[src/rtl/stk_pkg.sv]
// ----------------------------------------------------------------------------
// stk_pkg
// Shared types and constants for the script tokenizer: payload words,
// scan modes, result kinds and register indexes.
// ----------------------------------------------------------------------------
package stk_pkg;

   // Token and line counter sizing
   localparam int MAX_TOKEN = 64;
   localparam int LINE_BITS = 16;
   localparam int LEN_BITS  = $clog2(MAX_TOKEN);

   localparam logic [LEN_BITS-1:0]  FULL_LEN = LEN_BITS'(MAX_TOKEN - 1);
   localparam logic [LINE_BITS-1:0] LINE_MAX = {LINE_BITS{1'b1}};
   localparam logic [LINE_BITS-1:0] LINE_ONE = LINE_BITS'(1);

   // Byte classes
   localparam logic [7:0] SPACE_MAX = 8'd32;
   localparam logic [7:0] NL_BYTE   = 8'd10;

   // Register reset values
   localparam logic [7:0] COMMENT_RESET = 8'd59;
   localparam logic [7:0] QUOTE_RESET   = 8'd34;

   // Register indexes
   localparam logic CSR_COMMENT = 1'b0;
   localparam logic CSR_QUOTE   = 1'b1;

   // Request opcodes
   localparam logic OP_BYTE = 1'b0;
   localparam logic OP_EOS  = 1'b1;

   // Result kinds
   localparam logic [1:0] KIND_CHAR = 2'd0;
   localparam logic [1:0] KIND_LAST = 2'd1;
   localparam logic [1:0] KIND_END  = 2'd2;

   typedef enum logic [2:0] {
      MODE_BETWEEN,
      MODE_COMMENT,
      MODE_PLAIN,
      MODE_QUOTED,
      MODE_DROP
   } mode_type;

   typedef struct packed {
      logic       op;
      logic [7:0] data_byte;
   } req_type;

   typedef struct packed {
      logic [1:0]  kind;
      logic [7:0]  token_char;
      logic [15:0] line_number;
      logic        is_quoted;
      logic        crossed_line;
      logic [5:0]  char_count;
   } rsp_type;

   // Delimiter settings handed to the scanner
   typedef struct packed {
      logic [7:0] comment_char;
      logic [7:0] quote_char;
   } cfg_type;

endpackage

[src/rtl/stk_scan.sv]
// ----------------------------------------------------------------------------
// stk_scan
// Tokenizer state (mode, token length, line count, crossed flag) and the
// update that turns one request word into at most one result.
// ----------------------------------------------------------------------------
module stk_scan (
   input  logic            clock,
   input  logic            reset,
   input  logic            step,
   input  stk_pkg::req_type req,
   input  stk_pkg::cfg_type cfg,
   output logic            res_valid,
   output stk_pkg::rsp_type res
);
   import stk_pkg::*;

   mode_type             mode_ff, mode_in;
   logic [LEN_BITS-1:0]  len_ff, len_in;
   logic [LINE_BITS-1:0] line_ff, line_in;
   logic                 crossed_ff, crossed_in;

   logic [7:0]           b;
   logic                 is_space;
   logic                 is_nl;
   logic                 is_comment;
   logic                 is_quote;
   logic [LINE_BITS-1:0] line_inc;
   logic [LEN_BITS-1:0]  len_next;
   logic [LEN_BITS-1:0]  put_len;

   assign b          = req.data_byte;
   assign is_space   = (b <= SPACE_MAX);
   assign is_nl      = (b == NL_BYTE);
   assign is_comment = (b == cfg.comment_char);
   assign is_quote   = (b == cfg.quote_char);
   assign line_inc   = (line_ff != LINE_MAX) ? line_ff + LINE_ONE : line_ff;
   assign len_next   = len_ff + LEN_BITS'(1);

   // Next state and result
   always_comb begin
      mode_in        = mode_ff;
      len_in         = len_ff;
      line_in        = line_ff;
      crossed_in     = crossed_ff;
      res_valid      = 1'b0;
      res.kind       = KIND_END;
      res.token_char = 8'd0;
      res.is_quoted  = 1'b0;
      put_len        = len_ff;

      if (req.op == OP_EOS) begin
         if (mode_ff == MODE_PLAIN || mode_ff == MODE_QUOTED) begin
            res_valid     = 1'b1;
            res.is_quoted = (mode_ff == MODE_QUOTED);
         end
         mode_in    = MODE_BETWEEN;
         len_in     = '0;
         line_in    = LINE_ONE;
         crossed_in = 1'b0;
      end else begin
         unique case (mode_ff)
            MODE_COMMENT: begin
               if (is_nl) begin
                  line_in    = line_inc;
                  crossed_in = 1'b1;
                  mode_in    = MODE_BETWEEN;
               end
            end
            MODE_PLAIN: begin
               if (is_space || is_comment) begin
                  // token end word, then the byte is seen between tokens
                  res_valid  = 1'b1;
                  len_in     = '0;
                  crossed_in = 1'b0;
                  mode_in    = MODE_BETWEEN;
                  if (is_space) begin
                     if (is_nl) begin
                        line_in    = line_inc;
                        crossed_in = 1'b1;
                     end
                  end else begin
                     mode_in = MODE_COMMENT;
                  end
               end else begin
                  res_valid      = 1'b1;
                  res.token_char = b;
                  put_len        = len_next;
                  if (len_next >= FULL_LEN) begin
                     res.kind   = KIND_LAST;
                     len_in     = '0;
                     crossed_in = 1'b0;
                     mode_in    = MODE_BETWEEN;
                  end else begin
                     res.kind = KIND_CHAR;
                     len_in   = len_next;
                  end
               end
            end
            MODE_QUOTED: begin
               res_valid     = 1'b1;
               res.is_quoted = 1'b1;
               if (is_quote) begin
                  len_in     = '0;
                  crossed_in = 1'b0;
                  mode_in    = MODE_BETWEEN;
               end else begin
                  res.token_char = b;
                  put_len        = len_next;
                  if (len_next >= FULL_LEN) begin
                     res.kind   = KIND_LAST;
                     len_in     = '0;
                     crossed_in = 1'b0;
                     mode_in    = MODE_DROP;
                  end else begin
                     res.kind = KIND_CHAR;
                     len_in   = len_next;
                  end
               end
            end
            MODE_DROP: begin
               mode_in = MODE_BETWEEN;
            end
            default: begin
               // between tokens
               mode_in = MODE_BETWEEN;
               if (is_space) begin
                  if (is_nl) begin
                     line_in    = line_inc;
                     crossed_in = 1'b1;
                  end
               end else if (is_comment) begin
                  mode_in = MODE_COMMENT;
               end else if (is_quote) begin
                  mode_in = MODE_QUOTED;
                  len_in  = '0;
               end else begin
                  res_valid      = 1'b1;
                  res.token_char = b;
                  put_len        = LEN_BITS'(1);
                  if (LEN_BITS'(1) >= FULL_LEN) begin
                     res.kind   = KIND_LAST;
                     len_in     = '0;
                     crossed_in = 1'b0;
                  end else begin
                     res.kind = KIND_CHAR;
                     len_in   = LEN_BITS'(1);
                     mode_in  = MODE_PLAIN;
                  end
               end
            end
         endcase
      end

      res.line_number  = 16'(line_ff);
      res.crossed_line = crossed_ff;
      res.char_count   = 6'(put_len);
   end

   // State registers
   always_ff @(posedge clock) begin
      if (reset) begin
         mode_ff    <= MODE_BETWEEN;
         len_ff     <= '0;
         line_ff    <= LINE_ONE;
         crossed_ff <= 1'b0;
      end else if (step) begin
         mode_ff    <= mode_in;
         len_ff     <= len_in;
         line_ff    <= line_in;
         crossed_ff <= crossed_in;
      end
   end

endmodule

[src/rtl/script_tokenizer.sv]
// ----------------------------------------------------------------------------
// script_tokenizer
// Byte-serial script tokenizer with comment and quote handling.
// ----------------------------------------------------------------------------
// Takes one script byte (or an end-of-script word) per cycle and returns at
// most one result per byte: each token character with line number, quoted and
// line-crossed flags, plus an end word when a token is closed by a delimiter
// or by end of script. A word is held in the input register, and as the
// tokenizer state updates, the result lands in the output register;
// throughput is one word per cycle while rsp_stall is low. comment_char and
// quote_char are written through the csr port; the user must write them only
// while the block is idle, as the block itself does not enforce it.
module script_tokenizer (
   input  logic             clock,
   input  logic             reset,
   input  logic             req_valid,
   output logic             req_stall,
   input  stk_pkg::req_type req_data,
   output logic             rsp_valid,
   input  logic             rsp_stall,
   output stk_pkg::rsp_type rsp_data,
   input  logic             csr_we,
   input  logic             csr_index,
   input  logic [7:0]       csr_wdata
);
   import stk_pkg::*;

   req_type in_data_ff;
   logic    in_valid_ff;
   rsp_type out_data_ff;
   logic    out_valid_ff;
   cfg_type cfg_ff;
   logic    step;
   logic    res_valid;
   rsp_type res;

   // Advance when the output register is free or being drained
   assign step      = in_valid_ff && (!out_valid_ff || !rsp_stall);
   assign req_stall = in_valid_ff && !step;
   assign rsp_valid = out_valid_ff;
   assign rsp_data  = out_data_ff;

   stk_scan u_scan (
      .clock     (clock),
      .reset     (reset),
      .step      (step),
      .req       (in_data_ff),
      .cfg       (cfg_ff),
      .res_valid (res_valid),
      .res       (res)
   );

   // Input register
   always_ff @(posedge clock) begin
      if (reset) begin
         in_valid_ff <= 1'b0;
      end else if (!req_stall) begin
         in_valid_ff <= req_valid;
      end
   end

   always_ff @(posedge clock) begin
      if (!req_stall && req_valid) begin
         in_data_ff <= req_data;
      end
   end

   // Output register
   always_ff @(posedge clock) begin
      if (reset) begin
         out_valid_ff <= 1'b0;
      end else if (step) begin
         out_valid_ff <= res_valid;
      end else if (!rsp_stall) begin
         out_valid_ff <= 1'b0;
      end
   end

   always_ff @(posedge clock) begin
      if (step && res_valid) begin
         out_data_ff <= res;
      end
   end

   // Delimiter registers
   always_ff @(posedge clock) begin
      if (reset) begin
         cfg_ff.comment_char <= COMMENT_RESET;
         cfg_ff.quote_char   <= QUOTE_RESET;
      end else if (csr_we) begin
         unique case (csr_index)
            CSR_COMMENT: cfg_ff.comment_char <= csr_wdata;
            CSR_QUOTE:   cfg_ff.quote_char   <= csr_wdata;
            default:     cfg_ff <= cfg_ff;
         endcase
      end
   end

endmodule
[config.mk]
export PLATFORM = sky130hd
export DESIGN_NAME = script_tokenizer
export DESIGN_NICKNAME = d
export VERILOG_FILES = /design/src/rtl/stk_pkg.sv /design/src/rtl/stk_scan.sv /design/src/rtl/script_tokenizer.sv
export SDC_FILE = /design/constraint.sdc
export NUM_CORES = 1
export LEC_CHECK = 0
export ABC_AREA = 1
export BUFFER_PORTS_ARGS = -buffer_cell sky130_fd_sc_hd__buf_2
export CORE_ASPECT_RATIO = 1.1
export CORE_UTILIZATION = 50
export DETAILED_ROUTE_END_ITERATION = 16
export PLACE_DENSITY = 0.78
export SKIP_CTS_REPAIR_TIMING = 1
export SYNTH_ARGS = -nofsm -noshare
export SYNTH_HDL_FRONTEND = slang
export SYNTH_HIERARCHICAL = 1
export SYNTH_SLANG_ARGS = --single-unit
[constraint.sdc]
create_clock -name clock -period 5.2 [get_ports clock]
set_input_delay 0.78 -clock clock [delete_from_list [all_inputs] [get_ports clock]]
set_output_delay 0.78 -clock clock [all_outputs]
set_load 0.05 [all_outputs]
* Word level (Yosys, flattened, before mapping)
Index checks and enable logic that the tools add are counted.
** Storage, ports and cells
- Flip-flop bits (word level) :: 87
- Word-level logic and storage cells :: 119
** Cells by class
- $add $sub $neg :: 2
- $lt $le $gt $ge :: 2
- Eq/ne operators :: 18
- Muxes and demuxes :: 59
- Bitwise operators :: 1
- Reductions and logical operators :: 21
** Operator list (number)
- 2-to-1 mux 16 bit :: 5
- 2-to-1 mux 6 bit :: 12
- 2-to-1 mux 10 bit :: 5
- case mux 16 bit (3 select lines) :: 1
- case mux 6 bit (3 select lines) :: 2
- case mux 10 bit (3 select lines) :: 1
- 2-to-1 mux 3 bit :: 8
- 2-to-1 mux 1 bit :: 22
- adder 16 x 1 -> 16 bit, second input constant :: 1
- equality test 8 bit :: 2
- != test 16 bit, second input constant :: 1
- != test 4 bit, second input constant :: 3
- case mux 3 bit (4 select lines) :: 1
- equality test 8 x 4 -> 1 bit, second input constant :: 1
- less-or-equal comparator 8 x 6 -> 1 bit, second input constant :: 1
- AND reduction 4 bit :: 2
- adder 6 x 1 -> 6 bit, second input constant :: 1
- equality test 3 x 2 -> 1 bit, second input constant :: 2
- >= comparator 6 bit, second input constant :: 1
- != test 2 x 1 -> 1 bit, second input constant :: 3
- AND reduction 3 bit :: 2
- OR reduction 2 bit :: 3
- nonzero test 5 bit :: 1
- logical AND 1 bit :: 4
- 12 further kinds :: 18

* Depth between registers and ports, before layout
- Word-level depth :: 7
- Mapped depth :: 14
- Mapped depth without buffers :: 14

* Modules after synthesis
Netlist, hierarchy kept.
** By module, submodules not included
- stk_scan :: instances 1, cells each 380, area each 2327.2 um2
- script_tokenizer :: instances 1, cells each 138, area each 1978.1 um2

* Least setup slack after synthesis
OpenSTA, ideal clock, no wires.
- Path type :: register -> register
- Start point :: register in_data_ff[5] (netlist name)
- End point :: register out_data_ff (netlist bit rsp_data[0]), enable pin
- Data arrival time :: 3.640 ns
- Setup slack :: 1.092 ns
- Stages on the path, launching flop included :: 12
- Buffers on the path :: 0
- Period minus slack after synthesis :: 4.108 ns
- Cell sequence :: edfxtp_1 -> inv_2 -> nand2_1 -> nand2_1 -> nor2_1 -> nand2_1 -> nor2_4 -> nor2_4 -> nand2_1 -> o31ai_1 -> inv_1 -> nor3_1
** On the way
- Longest elaborated chain between the ends :: 7
- Elaborated cells between the ends (all ways) :: 9
- Those cells by class :: order compare (1); eq/ne (2); mux (5); reduce/logical (1)
** RTL lines
- from (decl) :: RTL line script_tokenizer.sv:28 : req_type in_data_ff;
- from (signal assigned) :: RTL line script_tokenizer.sv:64 : in_data_ff <= req_data;
- branches (longest 3 deep; another with less-or-equal comparator 8 x 6 -> 1 bit)
- 2-to-1 mux 1 bit * :: RTL line stk_scan.sv:126 : if (is_space) begin
- case mux 1 bit (2 select lines) * :: RTL line stk_scan.sv:61 : unique case (mode_ff)
- 2-to-1 mux 1 bit * :: RTL line stk_scan.sv:51 : if (req.op == OP_EOS) begin
- named net res_valid :: RTL line script_tokenizer.sv:34 : logic res_valid;
- logical AND 1 bit * :: RTL line script_tokenizer.sv:80 : if (step && res_valid) begin
- to (signal assigned) :: RTL line script_tokenizer.sv:81 : out_data_ff <= res;
- to (decl) :: RTL line script_tokenizer.sv:30 : rsp_type out_data_ff;
Mark *: on every way through the listed nets, which the timed path passes.
A chain may end at the register's enable or synchronous reset.

* Worst setup path after layout
- Start point :: register in_data_ff[1] (netlist name)
- End point :: register out_data_ff (netlist bit rsp_data[0]), enable pin
The elaborated chain is that of the path after synthesis.

==> results.cfg <==
[run_status]
status = finished clean

[drt]
drtAntennaViolNets = 0
dr.pass1.iters = 5
vias = 3603
wl_per_cell_um = 12.4
drc_errors = 0
vias_per_cell = 5.18
wirelength_um = 8660
drt-initial-drc-count = 304

[worst_setup_path]
crit_type = flip-flop to flip-flop
cp_max_fo = 19
r2r_setup_slack_ns = 2.80
critical_path_depth = 12
rr_worst_depth = 12
slowest_stage = edfxtp_1
cp.required_ns = 5.25
start_kind = flip-flop
crit_path_frequent_cell = nand2_1
cp-end-kind = flip-flop
crit_arrival_ns = 2.45
r2r-start = in_data_ff[1]$_DFFE_PP_
critPathTopFamily = simple AND/OR/NAND/NOR gates
cp_cell_sequence = inv_1 -> nand2_1 -> nand2_1 -> nor2_1 -> nand2_1 -> nor2_4 -> nor2_4 -> nand2_1 -> o31ai_1 -> inv_1 -> nor3_2 -> buf_4
r2r_end = rsp_data[0]$_DFFE_PP_
critPathMaxStageDelay_ns = 0.46
cp_num_buf_inv = 3

[final_layout]
drive_above_1_share = 0.210
antennaDiodeCount = 0
areaGrowthSynthToFinish_pct = 13.9
num-nets-final = 607
final_area_mm2 = 0.00491
fillers = 716

[global_route]
overflow = 0
grt_max_degree = 20
first_global_vias = 3242
grt_pass1_wl_um = 14400
antenna_found_initial = 0
grt_usage = 0.200

[worst_hold_path]
holdPathEnd = rsp_data[23]$_DFFE_PP_
worstHoldPathCells = 0
hold_path.startpoint = u_scan/line_ff[15]$_SDFFE_PP0P_
min_path_type = flip-flop to flip-flop

[timing]
slew_viol_final = 0
clock-skew-final_ns = 0.0112
finalHoldViolations = 0
fin_crit_sh = 0.461
setup_violations = 0
rsz0062_at_grt = no
fin_hold_ws_ns = 0.451
clock.fmax_mhz = 417
relSlewSlack = 0.431
tightest_slew_ns = 0.854
fin_crit_ns = 2.40
tns_ns = 0
worst_slack_ns = 2.80

[power_and_ir_drop]
p_leak_nw = 2.08
max-vdd-ir-drop_mv = 0.184
powerDensity_mw_per_mm2 = 291

[place]
port_buffers = 58
place_ws_ns = 2.60
place_congestion = 0.920
dp_hpwl_um = 6310
place_area_mm2 = 0.00470

[flow_run]
drv_cap = 0

[cts]
ctsLongestPathBuffers = 2
numCtsBuffers = 9
clk_latency_ns = 0.37
cts_tree = done
cts-root-buf = clkbuf_8
cts.sinks = 87
clk_pin_slew_worst_paths_ns = 0.09
cts_max_level = 3

[floorplan]
die_w_um = 90.5
start_util = 0.515
core-area_mm2 = 0.00836
dieArea_mm2 = 0.00899
ios = 59
die_h_um = 99.3
core.rowCount = 35

[synth]
ys_ff_latch = 87
synthArstFlopShare = 0
synth_nets = 545
ys_top_cells_by_count = nand2_1 (131), inv_1 (58), nor2_1 (54)
post-synth-top-count-cell = nand2_1
synth.avg_cell_area_um2 = 8.31
synth_edf_count = 43
synthFlopType = dfxtp_1
netlist_instances = 518
ys_seq_area_frac = 0.505
synth_area_leaders = edfxtp_1 (30%), dfxtp_1 (20%), nand2_1 (11%), inv_1 (5.1%), nor2_1 (4.7%)
yosysTopAreaCellShare = 0.300
synthDistinctLibCells = 40
synth_largest_area_cell = edfxtp_1
synth_area_mm2 = 0.00431
yosys_warnings = 6
==> power by group <==
part / leakage [nW] / switching, mW / internal, mW / total (mW)
Combinational: 1.22 / 0.134 / 0.0543 / 0.188
Sequential: 0.756 / 0.0195 / 0.746 / 0.766
Clock: 0.0985 / 0.262 / 0.213 / 0.474
Total: 2.08 / 0.416 / 1.01 / 1.43
==> cells by family (layout without fill, tap and decap cells) <==
logic type                 after synthesis  after routing  share of synthesized area
adders and majority gates                4              4                     0.0116
DFF                                     87             87                      0.505
and+or+nand+nor                        280            280                      0.315
xor gates and xnor gates                10             10                     0.0221
AOI/OAI and AO/OA                       57             57                     0.0724
buffers and inverters                   80            147                     0.0744
==> per-layer routing <==
metal  routed length [µm]  share of wire  global-route usage  up-vias
li1                     -              -                   -     1828
met1                 3800           0.44               0.243     1643
met2                 4260           0.49               0.341      113
met3                  399          0.046              0.0375       19
met4                  189          0.022               0.103        0
met5                    0              0                   0        -
==> sequential cells by signal, summed over array words and instances (netlist names) <==
| register | count |
|---|---|
| cfg_ff | 16 |
| in_data_ff | 9 |
| in_valid_ff | 1 |
| rsp_data | 34 |
| rsp_valid | 1 |
| u_scan/crossed_ff | 1 |
| u_scan/len_ff | 6 |
| u_scan/line_ff | 16 |
| u_scan/mode_ff | 3 |
==> area by class of cell <==
class                   instances  area (µm²)  area share
flip-flops and latches         87        2170       0.443
inverters                      71         268      0.0546
multi-input cells             351        1820       0.371
clock buffers                  10         149      0.0303
well taps                     111         139      0.0283
clock inverters                 6        55.1      0.0112
repair buffers                 60         305      0.0622
==> worst reg2reg max path, delay by kind of cell, from the launching register on <==
family	cells	cell delay [ns]
AND/OR/NAND/NOR	8	0.81
flip-flops	1	0.46
AO/OA/AOI/OAI	1	0.24
buffers and inverters	3	0.57
==> worst max path at each step <==
| stage | end | slack [ns] | start |
|---|---|---|---|
| after floorplan | rsp_data[0]$_DFFE_PP_ | 1.09 | in_data_ff[5]$_DFFE_PP_ |
| final | rsp_data[0]$_DFFE_PP_ | 2.80 | in_data_ff[1]$_DFFE_PP_ |
| after global placement | u_scan/line_ff[8]$_SDFFE_PP0P_ | 2.71 | rsp_stall |
| after detailed placement | u_scan/line_ff[8]$_SDFFE_PP0P_ | 2.60 | rsp_stall |
| after global routing | u_scan/line_ff[8]$_SDFFE_PP0P_ | 2.64 | in_data_ff[8]$_DFFE_PP_ |
| after CTS | rsp_data[7]$_DFFE_PP_ | 2.81 | in_data_ff[6]$_DFFE_PP_ |
==> through the flow <==
stage	util	cells	power (mW)
after CTS	0.587	696	1.44
after global placement	0.562	680	0.962
after floorplan	-	518	0.922
final	0.587	696	1.43
after global routing	0.587	696	1.48
after detailed placement	0.562	680	0.968
==> cells in the final DEF, fill, tap and decap left out, types with 3 or more instances in the layout <==
cell type / synthesis / layout
a21oi_1: 21 / 21
a31oi_1: 3 / 3
buf_2: 6 / 58
clkbuf_8: 0 / 9
dfxtp_1: 44 / 44
edfxtp_1: 43 / 43
ha_1: 4 / 4
inv_1: 58 / 58
inv_2: 12 / 12
nand2_1: 131 / 131
nand2_2: 5 / 5
nand3_1: 33 / 33
nand3_2: 5 / 5
nand4_1: 14 / 14
nor2_1: 54 / 54
nor2_2: 5 / 5
nor2_4: 8 / 8
nor3_1: 14 / 13
nor3_2: 4 / 5
o21ai_0: 19 / 19
o21ai_1: 6 / 6
xnor2_1: 5 / 5
xor2_1: 4 / 4
(Power assumes the default switching activity.)
